<file path="src/cpu6502_pkg.sv">
// Shared types, codes and constants for the 6502-style execution unit.
`default_nettype none
package cpu6502_pkg;

  typedef enum logic [5:0] {
    ACT_ADC     = 6'd0,
    ACT_AND     = 6'd1,
    ACT_ASL     = 6'd2,
    ACT_BIT     = 6'd3,
    ACT_CLC     = 6'd4,
    ACT_CLD     = 6'd5,
    ACT_CLI     = 6'd6,
    ACT_CLV     = 6'd7,
    ACT_CMP     = 6'd8,
    ACT_CPX     = 6'd9,
    ACT_CPY     = 6'd10,
    ACT_DEC     = 6'd11,
    ACT_DEX     = 6'd12,
    ACT_DEY     = 6'd13,
    ACT_EOR     = 6'd14,
    ACT_INC     = 6'd15,
    ACT_INX     = 6'd16,
    ACT_INY     = 6'd17,
    ACT_LDA     = 6'd18,
    ACT_LDX     = 6'd19,
    ACT_LDY     = 6'd20,
    ACT_LSR     = 6'd21,
    ACT_ORA     = 6'd22,
    ACT_PHA     = 6'd23,
    ACT_PHP     = 6'd24,
    ACT_PLA     = 6'd25,
    ACT_PLP     = 6'd26,
    ACT_ROL     = 6'd27,
    ACT_ROR     = 6'd28,
    ACT_SBC     = 6'd29,
    ACT_SEC     = 6'd30,
    ACT_SED     = 6'd31,
    ACT_SEI     = 6'd32,
    ACT_STA     = 6'd33,
    ACT_STX     = 6'd34,
    ACT_STY     = 6'd35,
    ACT_TAX     = 6'd36,
    ACT_TAY     = 6'd37,
    ACT_TSX     = 6'd38,
    ACT_TXA     = 6'd39,
    ACT_TXS     = 6'd40,
    ACT_TYA     = 6'd41,
    ACT_NOP     = 6'd42,
    ACT_BPL     = 6'd43,
    ACT_BMI     = 6'd44,
    ACT_BVC     = 6'd45,
    ACT_BVS     = 6'd46,
    ACT_BCC     = 6'd47,
    ACT_BCS     = 6'd48,
    ACT_BNE     = 6'd49,
    ACT_BEQ     = 6'd50,
    ACT_SLO     = 6'd51,
    ACT_RLA     = 6'd52,
    ACT_SRE     = 6'd53,
    ACT_RRA     = 6'd54,
    ACT_SAX     = 6'd55,
    ACT_LAX     = 6'd56,
    ACT_DCP     = 6'd57,
    ACT_ISC     = 6'd58,
    ACT_ASL_ACC = 6'd59,
    ACT_ROL_ACC = 6'd60,
    ACT_LSR_ACC = 6'd61,
    ACT_ROR_ACC = 6'd62
  } action_t;

  typedef enum logic [1:0] {
    STK_NONE = 2'd0,
    STK_PUSH = 2'd1,
    STK_PULL = 2'd2
  } stack_kind_t;

  typedef enum logic [1:0] {
    SH_ASL = 2'd0,
    SH_ROL = 2'd1,
    SH_LSR = 2'd2,
    SH_ROR = 2'd3
  } shift_kind_t;

  // status bit positions, NV-BDIZC
  localparam int unsigned FL_C = 0;
  localparam int unsigned FL_Z = 1;
  localparam int unsigned FL_I = 2;
  localparam int unsigned FL_D = 3;
  localparam int unsigned FL_B = 4;
  localparam int unsigned FL_U = 5;
  localparam int unsigned FL_V = 6;
  localparam int unsigned FL_N = 7;

  localparam logic [7:0] RESET_SP    = 8'hfd;
  localparam logic [7:0] RESET_FLAGS = 8'h24;
  localparam logic [7:0] MASK_B      = 8'h10;
  localparam logic [7:0] MASK_U      = 8'h20;

  typedef struct packed {
    logic [7:0] acc;
    logic [7:0] x;
    logic [7:0] y;
    logic [7:0] sp;
    logic [7:0] flags;
  } arch_state_t;

  typedef struct packed {
    logic [7:0]  write_data;
    logic        write_enable;
    logic        branch_taken;
    stack_kind_t stack_kind;
    logic [7:0]  stack_address;
  } exec_result_t;

endpackage
`default_nettype wire

</file>
<file path="src/cpu6502_execute_unit.sv">
// An accepted input transaction reaches m_tvalid through the input register, then the
//   result register.
// Throughput: one instruction per cycle unless m_tready stalls the result register;
//   the register file loop A/X/Y/SP/P closes through one pass of the execute logic.
// Reset (rst, synchronous): A=X=Y=0, SP=0xfd, P=0x24, both pipeline registers empty.
// Top level: 6502-style register and flag execution unit.
`default_nettype none
module cpu6502_execute_unit (
  input  wire        clk,
  input  wire        rst,
  input  wire        s_tvalid,
  output logic       s_tready,
  input  wire [7:0]  s_tdata,   // [7:0] operand
  input  wire [5:0]  s_tuser,   // [5:0] action
  output logic       m_tvalid,
  input  wire        m_tready,
  // [7:0] write_data, [8] write_enable, [9] branch_taken, [17:10] stack_address,
  // [25:18] acc_out, [33:26] x_out, [41:34] y_out, [49:42] flags_out, [55:50] zero
  output logic [55:0] m_tdata,
  output logic [1:0]  m_tuser   // [1:0] stack_kind
);

  logic                      in_valid;
  cpu6502_pkg::action_t      in_action;
  logic [7:0]                in_operand;
  logic                      advance;

  cpu6502_pkg::arch_state_t  state;
  cpu6502_pkg::arch_state_t  state_next;
  cpu6502_pkg::exec_result_t exec_res;

  logic                      out_valid;
  cpu6502_pkg::exec_result_t out_res;
  cpu6502_pkg::arch_state_t  out_state;

  assign advance  = in_valid && (!out_valid || m_tready);
  assign s_tready = !in_valid || advance;

  always_ff @(posedge clk) begin
    if (rst) begin
      in_valid <= 1'b0;
    end else if (s_tready) begin
      in_valid <= s_tvalid;
    end
  end

  always_ff @(posedge clk) begin
    if (s_tvalid && s_tready) begin
      in_action  <= cpu6502_pkg::action_t'(s_tuser);
      in_operand <= s_tdata;
    end
  end

  cpu6502_alu u_alu (
    .action     (in_action),
    .operand    (in_operand),
    .state      (state),
    .state_next (state_next),
    .result     (exec_res)
  );

  cpu6502_regs u_regs (
    .clk        (clk),
    .rst        (rst),
    .commit     (advance),
    .state_next (state_next),
    .state      (state)
  );

  always_ff @(posedge clk) begin
    if (rst) begin
      out_valid <= 1'b0;
    end else if (advance) begin
      out_valid <= 1'b1;
    end else if (m_tready) begin
      out_valid <= 1'b0;
    end
  end

  always_ff @(posedge clk) begin
    if (advance) begin
      out_res   <= exec_res;
      out_state <= state_next;
    end
  end

  assign m_tvalid = out_valid;
  assign m_tdata  = {6'd0, out_state.flags, out_state.y, out_state.x, out_state.acc,
                     out_res.stack_address, out_res.branch_taken, out_res.write_enable,
                     out_res.write_data};
  assign m_tuser  = out_res.stack_kind;

endmodule
`default_nettype wire

</file>
<file path="src/cpu6502_regs.sv">
// Architectural register file: A, X, Y, stack pointer and status byte.
`default_nettype none
module cpu6502_regs (
  input  wire                       clk,
  input  wire                       rst,
  input  wire                       commit,
  input  cpu6502_pkg::arch_state_t  state_next,
  output cpu6502_pkg::arch_state_t  state
);

  always_ff @(posedge clk) begin
    if (rst) begin
      state.acc   <= 8'h00;
      state.x     <= 8'h00;
      state.y     <= 8'h00;
      state.sp    <= cpu6502_pkg::RESET_SP;
      state.flags <= cpu6502_pkg::RESET_FLAGS;
    end else if (commit) begin
      state <= state_next;
    end
  end

endmodule
`default_nettype wire

</file>
<file path="src/cpu6502_alu.sv">
// Combinational execute logic: one instruction against the current registers.
`default_nettype none
module cpu6502_alu (
  input  cpu6502_pkg::action_t       action,
  input  wire [7:0]                  operand,
  input  cpu6502_pkg::arch_state_t   state,
  output cpu6502_pkg::arch_state_t   state_next,
  output cpu6502_pkg::exec_result_t  result
);

  // returns {carry, overflow, sum}
  function automatic logic [9:0] adc8(input logic [7:0] a, input logic [7:0] b,
                                      input logic cin);
    logic [8:0] s;
    s = {1'b0, a} + {1'b0, b} + {8'd0, cin};
    return {s[8], (s[7] ^ a[7]) & (s[7] ^ b[7]), s[7:0]};
  endfunction

  // returns {carry out, result}
  function automatic logic [8:0] shift8(input logic [7:0] v,
                                        input cpu6502_pkg::shift_kind_t kind,
                                        input logic cin);
    logic [8:0] r;
    unique case (kind)
      cpu6502_pkg::SH_ASL: r = {v[7], v[6:0], 1'b0};
      cpu6502_pkg::SH_ROL: r = {v[7], v[6:0], cin};
      cpu6502_pkg::SH_LSR: r = {v[0], 1'b0, v[7:1]};
      cpu6502_pkg::SH_ROR: r = {v[0], cin, v[7:1]};
      default:             r = {1'b0, v};
    endcase
    return r;
  endfunction

  function automatic logic [7:0] with_nz(input logic [7:0] p, input logic [7:0] v);
    logic [7:0] q;
    q = p;
    q[cpu6502_pkg::FL_N] = v[7];
    q[cpu6502_pkg::FL_Z] = (v == 8'h00);
    return q;
  endfunction

  function automatic logic [7:0] with_cmp(input logic [7:0] p, input logic [7:0] r,
                                          input logic [7:0] v);
    logic [7:0] q;
    q = with_nz(p, r - v);
    q[cpu6502_pkg::FL_C] = (r >= v);
    return q;
  endfunction

  function automatic logic [7:0] with_add(input logic [7:0] p, input logic [9:0] s);
    logic [7:0] q;
    q = with_nz(p, s[7:0]);
    q[cpu6502_pkg::FL_C] = s[9];
    q[cpu6502_pkg::FL_V] = s[8];
    return q;
  endfunction

  always_comb begin
    logic [7:0] p;
    logic [7:0] a;
    logic       cin;
    logic [9:0] sum;
    logic [8:0] sh;
    logic [7:0] t;

    p   = state.flags;
    a   = state.acc;
    cin = p[cpu6502_pkg::FL_C];
    sum = 10'd0;
    sh  = 9'd0;
    t   = 8'd0;

    state_next = state;
    result.write_data    = 8'h00;
    result.write_enable  = 1'b0;
    result.branch_taken  = 1'b0;
    result.stack_kind    = cpu6502_pkg::STK_NONE;
    result.stack_address = 8'h00;

    unique case (action)
      cpu6502_pkg::ACT_ADC: begin
        sum = adc8(a, operand, cin);
        state_next.acc   = sum[7:0];
        state_next.flags = with_add(p, sum);
      end
      cpu6502_pkg::ACT_SBC: begin
        sum = adc8(a, ~operand, cin);
        state_next.acc   = sum[7:0];
        state_next.flags = with_add(p, sum);
      end
      cpu6502_pkg::ACT_AND: begin
        t = a & operand;
        state_next.acc   = t;
        state_next.flags = with_nz(p, t);
      end
      cpu6502_pkg::ACT_EOR: begin
        t = a ^ operand;
        state_next.acc   = t;
        state_next.flags = with_nz(p, t);
      end
      cpu6502_pkg::ACT_ORA: begin
        t = a | operand;
        state_next.acc   = t;
        state_next.flags = with_nz(p, t);
      end
      cpu6502_pkg::ACT_ASL, cpu6502_pkg::ACT_ROL,
      cpu6502_pkg::ACT_LSR, cpu6502_pkg::ACT_ROR: begin
        priority case (action)
          cpu6502_pkg::ACT_ASL: sh = shift8(operand, cpu6502_pkg::SH_ASL, cin);
          cpu6502_pkg::ACT_ROL: sh = shift8(operand, cpu6502_pkg::SH_ROL, cin);
          cpu6502_pkg::ACT_LSR: sh = shift8(operand, cpu6502_pkg::SH_LSR, cin);
          default:              sh = shift8(operand, cpu6502_pkg::SH_ROR, cin);
        endcase
        result.write_data   = sh[7:0];
        result.write_enable = 1'b1;
        state_next.flags    = with_nz(p, sh[7:0]);
        state_next.flags[cpu6502_pkg::FL_C] = sh[8];
      end
      cpu6502_pkg::ACT_ASL_ACC, cpu6502_pkg::ACT_ROL_ACC,
      cpu6502_pkg::ACT_LSR_ACC, cpu6502_pkg::ACT_ROR_ACC: begin
        priority case (action)
          cpu6502_pkg::ACT_ASL_ACC: sh = shift8(a, cpu6502_pkg::SH_ASL, cin);
          cpu6502_pkg::ACT_ROL_ACC: sh = shift8(a, cpu6502_pkg::SH_ROL, cin);
          cpu6502_pkg::ACT_LSR_ACC: sh = shift8(a, cpu6502_pkg::SH_LSR, cin);
          default:                  sh = shift8(a, cpu6502_pkg::SH_ROR, cin);
        endcase
        state_next.acc   = sh[7:0];
        state_next.flags = with_nz(p, sh[7:0]);
        state_next.flags[cpu6502_pkg::FL_C] = sh[8];
      end
      cpu6502_pkg::ACT_BIT: begin
        state_next.flags[cpu6502_pkg::FL_N] = operand[7];
        state_next.flags[cpu6502_pkg::FL_V] = operand[6];
        state_next.flags[cpu6502_pkg::FL_Z] = ((a & operand) == 8'h00);
      end
      cpu6502_pkg::ACT_CLC: state_next.flags[cpu6502_pkg::FL_C] = 1'b0;
      cpu6502_pkg::ACT_CLD: state_next.flags[cpu6502_pkg::FL_D] = 1'b0;
      cpu6502_pkg::ACT_CLI: state_next.flags[cpu6502_pkg::FL_I] = 1'b0;
      cpu6502_pkg::ACT_CLV: state_next.flags[cpu6502_pkg::FL_V] = 1'b0;
      cpu6502_pkg::ACT_SEC: state_next.flags[cpu6502_pkg::FL_C] = 1'b1;
      cpu6502_pkg::ACT_SED: state_next.flags[cpu6502_pkg::FL_D] = 1'b1;
      cpu6502_pkg::ACT_SEI: state_next.flags[cpu6502_pkg::FL_I] = 1'b1;
      cpu6502_pkg::ACT_CMP: state_next.flags = with_cmp(p, a, operand);
      cpu6502_pkg::ACT_CPX: state_next.flags = with_cmp(p, state.x, operand);
      cpu6502_pkg::ACT_CPY: state_next.flags = with_cmp(p, state.y, operand);
      cpu6502_pkg::ACT_DEC, cpu6502_pkg::ACT_INC: begin
        t = (action == cpu6502_pkg::ACT_DEC) ? operand - 8'd1 : operand + 8'd1;
        result.write_data   = t;
        result.write_enable = 1'b1;
        state_next.flags    = with_nz(p, t);
      end
      cpu6502_pkg::ACT_DEX: begin
        t = state.x - 8'd1;
        state_next.x     = t;
        state_next.flags = with_nz(p, t);
      end
      cpu6502_pkg::ACT_DEY: begin
        t = state.y - 8'd1;
        state_next.y     = t;
        state_next.flags = with_nz(p, t);
      end
      cpu6502_pkg::ACT_INX: begin
        t = state.x + 8'd1;
        state_next.x     = t;
        state_next.flags = with_nz(p, t);
      end
      cpu6502_pkg::ACT_INY: begin
        t = state.y + 8'd1;
        state_next.y     = t;
        state_next.flags = with_nz(p, t);
      end
      cpu6502_pkg::ACT_LDA: begin
        state_next.acc   = operand;
        state_next.flags = with_nz(p, operand);
      end
      cpu6502_pkg::ACT_LDX: begin
        state_next.x     = operand;
        state_next.flags = with_nz(p, operand);
      end
      cpu6502_pkg::ACT_LDY: begin
        state_next.y     = operand;
        state_next.flags = with_nz(p, operand);
      end
      cpu6502_pkg::ACT_PHA, cpu6502_pkg::ACT_PHP: begin
        // pushed status always carries B set
        result.write_data    = (action == cpu6502_pkg::ACT_PHA) ? a
                                                                : (p | cpu6502_pkg::MASK_B);
        result.write_enable  = 1'b1;
        result.stack_kind    = cpu6502_pkg::STK_PUSH;
        result.stack_address = state.sp;
        state_next.sp        = state.sp - 8'd1;
      end
      cpu6502_pkg::ACT_PLA: begin
        t = state.sp + 8'd1;
        result.stack_kind    = cpu6502_pkg::STK_PULL;
        result.stack_address = t;
        state_next.sp        = t;
        state_next.acc       = operand;
        state_next.flags     = with_nz(p, operand);
      end
      cpu6502_pkg::ACT_PLP: begin
        t = state.sp + 8'd1;
        result.stack_kind    = cpu6502_pkg::STK_PULL;
        result.stack_address = t;
        state_next.sp        = t;
        // B kept from current status, U forced
        state_next.flags     = (p & cpu6502_pkg::MASK_B) | (operand & ~cpu6502_pkg::MASK_B)
                               | cpu6502_pkg::MASK_U;
      end
      cpu6502_pkg::ACT_STA: begin
        result.write_data   = a;
        result.write_enable = 1'b1;
      end
      cpu6502_pkg::ACT_STX: begin
        result.write_data   = state.x;
        result.write_enable = 1'b1;
      end
      cpu6502_pkg::ACT_STY: begin
        result.write_data   = state.y;
        result.write_enable = 1'b1;
      end
      cpu6502_pkg::ACT_TAX: begin
        state_next.x     = a;
        state_next.flags = with_nz(p, a);
      end
      cpu6502_pkg::ACT_TAY: begin
        state_next.y     = a;
        state_next.flags = with_nz(p, a);
      end
      cpu6502_pkg::ACT_TSX: begin
        state_next.x     = state.sp;
        state_next.flags = with_nz(p, state.sp);
      end
      cpu6502_pkg::ACT_TXA: begin
        state_next.acc   = state.x;
        state_next.flags = with_nz(p, state.x);
      end
      cpu6502_pkg::ACT_TXS: state_next.sp = state.x;
      cpu6502_pkg::ACT_TYA: begin
        state_next.acc   = state.y;
        state_next.flags = with_nz(p, state.y);
      end
      cpu6502_pkg::ACT_NOP: ;
      cpu6502_pkg::ACT_BPL: result.branch_taken = ~p[cpu6502_pkg::FL_N];
      cpu6502_pkg::ACT_BMI: result.branch_taken =  p[cpu6502_pkg::FL_N];
      cpu6502_pkg::ACT_BVC: result.branch_taken = ~p[cpu6502_pkg::FL_V];
      cpu6502_pkg::ACT_BVS: result.branch_taken =  p[cpu6502_pkg::FL_V];
      cpu6502_pkg::ACT_BCC: result.branch_taken = ~p[cpu6502_pkg::FL_C];
      cpu6502_pkg::ACT_BCS: result.branch_taken =  p[cpu6502_pkg::FL_C];
      cpu6502_pkg::ACT_BNE: result.branch_taken = ~p[cpu6502_pkg::FL_Z];
      cpu6502_pkg::ACT_BEQ: result.branch_taken =  p[cpu6502_pkg::FL_Z];
      cpu6502_pkg::ACT_SLO, cpu6502_pkg::ACT_RLA,
      cpu6502_pkg::ACT_SRE, cpu6502_pkg::ACT_RRA: begin
        // shift memory, then combine with A; RRA adds using the shifted carry
        priority case (action)
          cpu6502_pkg::ACT_SLO: sh = shift8(operand, cpu6502_pkg::SH_ASL, cin);
          cpu6502_pkg::ACT_RLA: sh = shift8(operand, cpu6502_pkg::SH_ROL, cin);
          cpu6502_pkg::ACT_SRE: sh = shift8(operand, cpu6502_pkg::SH_LSR, cin);
          default:              sh = shift8(operand, cpu6502_pkg::SH_ROR, cin);
        endcase
        result.write_data   = sh[7:0];
        result.write_enable = 1'b1;
        priority case (action)
          cpu6502_pkg::ACT_SLO: t = a | sh[7:0];
          cpu6502_pkg::ACT_RLA: t = a & sh[7:0];
          cpu6502_pkg::ACT_SRE: t = a ^ sh[7:0];
          default: begin
            sum = adc8(a, sh[7:0], sh[8]);
            t   = sum[7:0];
          end
        endcase
        state_next.acc = t;
        if (action == cpu6502_pkg::ACT_RRA) begin
          state_next.flags = with_add(p, sum);
        end else begin
          state_next.flags = with_nz(p, t);
          state_next.flags[cpu6502_pkg::FL_C] = sh[8];
        end
      end
      cpu6502_pkg::ACT_SAX: begin
        result.write_data   = a & state.x;
        result.write_enable = 1'b1;
      end
      cpu6502_pkg::ACT_LAX: begin
        state_next.acc   = operand;
        state_next.x     = operand;
        state_next.flags = with_nz(p, operand);
      end
      cpu6502_pkg::ACT_DCP: begin
        t = operand - 8'd1;
        result.write_data   = t;
        result.write_enable = 1'b1;
        state_next.flags    = with_cmp(p, a, t);
      end
      cpu6502_pkg::ACT_ISC: begin
        t = operand + 8'd1;
        result.write_data   = t;
        result.write_enable = 1'b1;
        sum = adc8(a, ~t, cin);
        state_next.acc   = sum[7:0];
        state_next.flags = with_add(p, sum);
      end
      default: ; // unused selector behaves as NOP
    endcase
  end

endmodule
`default_nettype wire

</file>
<file path="config.mk">
export PLATFORM = sky130hd
export DESIGN_NAME = cpu6502_execute_unit
export DESIGN_NICKNAME = d
export VERILOG_FILES = /design/src/cpu6502_pkg.sv /design/src/cpu6502_execute_unit.sv /design/src/cpu6502_regs.sv /design/src/cpu6502_alu.sv
export SDC_FILE = /design/constraint.sdc
export NUM_CORES = 1
export LEC_CHECK = 0
export ABC_CLOCK_PERIOD_IN_PS = 4100
export CAP_MARGIN = 15
export CORE_ASPECT_RATIO = 1.1
export CORE_MARGIN = 2
export CORE_UTILIZATION = 30
export CTS_BUF_LIST = sky130_fd_sc_hd__clkbuf_16
export DETAILED_ROUTE_END_ITERATION = 7
export DONT_BUFFER_PORTS = 1
export HOLD_SLACK_MARGIN = 0.08
export PLACE_DENSITY_LB_ADDON = 0.05
export RECOVER_POWER = 100
export SYNTH_ARGS = -nofsm -noshare
export SYNTH_HDL_FRONTEND = slang
export SYNTH_SLANG_ARGS = --single-unit
</file>
<file path="constraint.sdc">
create_clock -name clk -period 4.1 [get_ports clk]
set_input_delay 0.41 -clock clk [delete_from_list [all_inputs] [get_ports clk]]
set_output_delay 0.41 -clock clk [all_outputs]
set_load 0.01 [all_outputs]
</file>
==> results.cfg <==
[outcome]
status = finished with violations
violations = DRC, capacitance limit, slew limit

[synthesis]
synth-simple-area-share_pct = 24.5
synthMuxAreaShare_pct = 2.71
ys_warn_count = 0
synth_compound_area_share_pct = 27.9
yosysUniqueCellTypes = 108
synth_area_um2 = 12200
ys.flop_type = edfxtp_1
syn_avg_cell_area_um2 = 7.86
synth_edf_count = 65
synth.yosys.seq_area_share_pct = 22.8
synthAdderAreaFrac_pct = 10.7
synthXorXnorAreaFrac_pct = 4.37
ys_ff_latch = 106
synth_top_family_by_area = compound AO/OA/AOI/OAI gates
syn_inst = 1550
synthArstFlopShare_pct = 0

[floorplan]
start_util_pct = 30.3
core_area_um2 = 40200
die_h_um = 215
boundaryPins = 78
die_w_um = 196
row_count = 77
dieArea_um2 = 42200

[worst_hold_path]
min_path_type = input pin to flip-flop
min_to = in_valid$_SDFFE_PP0N_
hp-start = s_tvalid
min_path_cells = 2

[clock_tree]
worstSkewPairLatency_ns = 0.43
cts.sinks = 106
clk_pin_slew_ns = 0.09
cts.path.max_buffers = 2
post_cts_buffers = 0
tritoncts = yes
cts_inserted_buffers = 9
cts-root-buf = clkbuf_16
h-tree-depth = 3

[setup_path]
required_ns = 4.26
cp_max_fo = 5
r2r-start = in_operand[1]$_DFFE_PP_
r2r_cells = 14
cp-start-kind = flip-flop
endpoint_kind = flip-flop
crit_type = flip-flop to flip-flop
r2r_setup_slack_ns = 0.17
r2r_end = m_tdata[42]$_DFFE_PP_
arrival_ns = 4.09

[timing]
fin_skew_ns = 0.0240
tns_ns = 0
fin_crit_ns = 3.93
drv_slew = 15
slew_headroom_pct = -9.24
period_share_pct = 95.9
fmax_ghz = 0.254
worstMarginPinSlew_ns = 1.64
finalHoldViolCount = 0
final-setup-viol-count = 0

[power]
ir_drop_uv = 239
powerDensity_nw_per_um2 = 238
power.leakage_nw = 5.25

[detailed_routing]
postRouteAntennaNets = 0
viasPerCell = 6.25
met1_length_um = 28800
wl_met3_um = 5180
drt-initial-drc-count = 1674
wl_met2_um = 29100
drc = 7
vias = 13300
drtPass1Iterations = 8
wire_per_inst_um = 31.0
highest_layer = met4
drt-total-wl_um = 66100

[cells_and_area]
finish.instance_area_um2 = 13900
area_growth_pct = 13.8
finish.net_count = 1731
mostFrequentLayoutCells = nand2_1 (141), buf_4 (139), nor2_1 (135)
final_layout_size_suffix_gt1_share_pct = 12.8
layout_commonest_cell = nand2_1
final_util_pct = 34.5
instances_no_fill = 2135

[global_route]
antenna_found_initial = 1
first_global_vias = 12800
grt_max_degree = 55
grt_first_pass_wirelength_um = 94800
grt_overflow = 0
track_usage_pct = 31.2

[placed_design]
place_hpwl_um = 49600
gp_congestion = 0.982
placed_area_um2 = 13400
portBuffers = 0
dp.cells = 2102

[flow_run]
maxCapViolations = 1
-- sequential cells by signal (all words and copies together), names as in the netlist --
name and cells:
m_tvalid 1, u_regs.state 39, in_valid 1, in_action 6, m_tuser 2, m_tdata 49
in_operand 8
-- cell usage after synthesis (14+ instances only) --
master | n | share of area, %
a211oi_1 | 21 | 1.3
a21o_1 | 21 | 1.3
a21oi_1 | 104 | 4.3
a221oi_1 | 15 | 1.1
a222oi_1 | 14 | 1.2
a22oi_1 | 24 | 1.5
a31oi_1 | 19 | 0.98
buf_2 | 34 | 1.4
buf_4 | 16 | 0.99
clkbuf_1 | 60 | 1.8
dfxtp_1 | 41 | 6.7
edfxtp_1 | 65 | 16
ha_1 | 86 | 8.8
inv_1 | 71 | 2.2
mux2i_1 | 24 | 2.0
nand2_1 | 141 | 4.3
nand2b_1 | 14 | 0.72
nand3_1 | 50 | 2.1
nor2_1 | 134 | 4.1
nor2b_1 | 23 | 1.2
nor3_1 | 49 | 2.0
nor4_1 | 29 | 1.5
o211ai_1 | 29 | 1.8
o21ai_0 | 84 | 3.5
xnor2_1 | 40 | 2.9
xor2_1 | 19 | 1.4
-- metal layers --
metal  vias up  track usage, %
li1       5964               -
met1      6516            42.6
met2       718            48.5
met3       148            4.54
met4         0            14.0
met5         -               0
-- area by class of cell --
cell class | instances | area [um2]
fill | 4310 | 26300
multi-input combinational | 1257 | 8600
sequential | 106 | 2770
antenna | 1 | 2.50
clock buffer | 9 | 225
timing repair buffer | 166 | 1260
tap | 513 | 642
inverter | 76 | 288
clock inverter | 7 | 76.3
-- critical path, stage by stage (launching register included) --
cell      delay [ns]
edfxtp_1        0.42
inv_1           0.19
ha_1            0.24
xor2_1          0.37
inv_1           0.11
ha_1            0.39
a211oi_1        0.34
o21bai_1        0.13
a21oi_1         0.19
o21ai_0         0.16
a211oi_2        0.38
o21ai_0         0.19
nor4_2          0.28
buf_4           0.19
a21oi_1         0.08
-- worst max-delay path by stage --
stage	startpoint	end	slack, ns	cells after the start
after floorplan	in_action[1]$_DFFE_PP_	m_tdata[49]$_DFFE_PP_	0.34	14
after global placement	in_operand[1]$_DFFE_PP_	u_regs.state[0]$_SDFFE_PP0P_	0.13	14
after detailed placement	in_operand[0]$_DFFE_PP_	m_tdata[42]$_DFFE_PP_	0.08	14
after CTS	in_operand[0]$_DFFE_PP_	m_tdata[42]$_DFFE_PP_	0.03	14
after global routing	in_action[3]$_DFFE_PP_	m_tdata[43]$_DFFE_PP_	-0.05	15
final	in_operand[1]$_DFFE_PP_	m_tdata[42]$_DFFE_PP_	0.17	14
-- kinds of logic (layout without fill, tap and decap cells) --
family                   Yosys count  after routing
AND/OR/NAND/NOR                  570            570
AO/OA/AOI/OAI                    490            490
buffers and inverters            193            258
flip-flops                       106            106
adder cells (fa/ha/maj)           98             98
XOR/XNOR                          60             60
multiplexers                      32             32
other                              1              8
-- timing repair --
action / 4_1_cts / 5_1_grt
resized for setup: 0 / 4
setup endpoints to repair: 0 / 3
endpoints found under the hold margin: 41 / 0
hold buffers: 16 / 0
-- metrics by stage --
stage	total power [W]	setup WS [ns]	hold WS, ns
finish	0.00330	0.168	0.120
global route	0.00342	-0.0490	0.114
CTS	0.00331	0.0284	0.0926
detailed placement	0.00228	0.0750	0.496
global placement	0.00229	0.134	0.493
floorplan	0.00188	0.340	0.438
-- report_power, final --
group | internal, W | switching, W
Combinational | 0.000361 | 0.000691
Clock | 0.000480 | 0.000513
Sequential | 0.00119 | 0.0000646
Total | 0.00203 | 0.00127
Note: power is estimated with default switching activity, not from simulation.
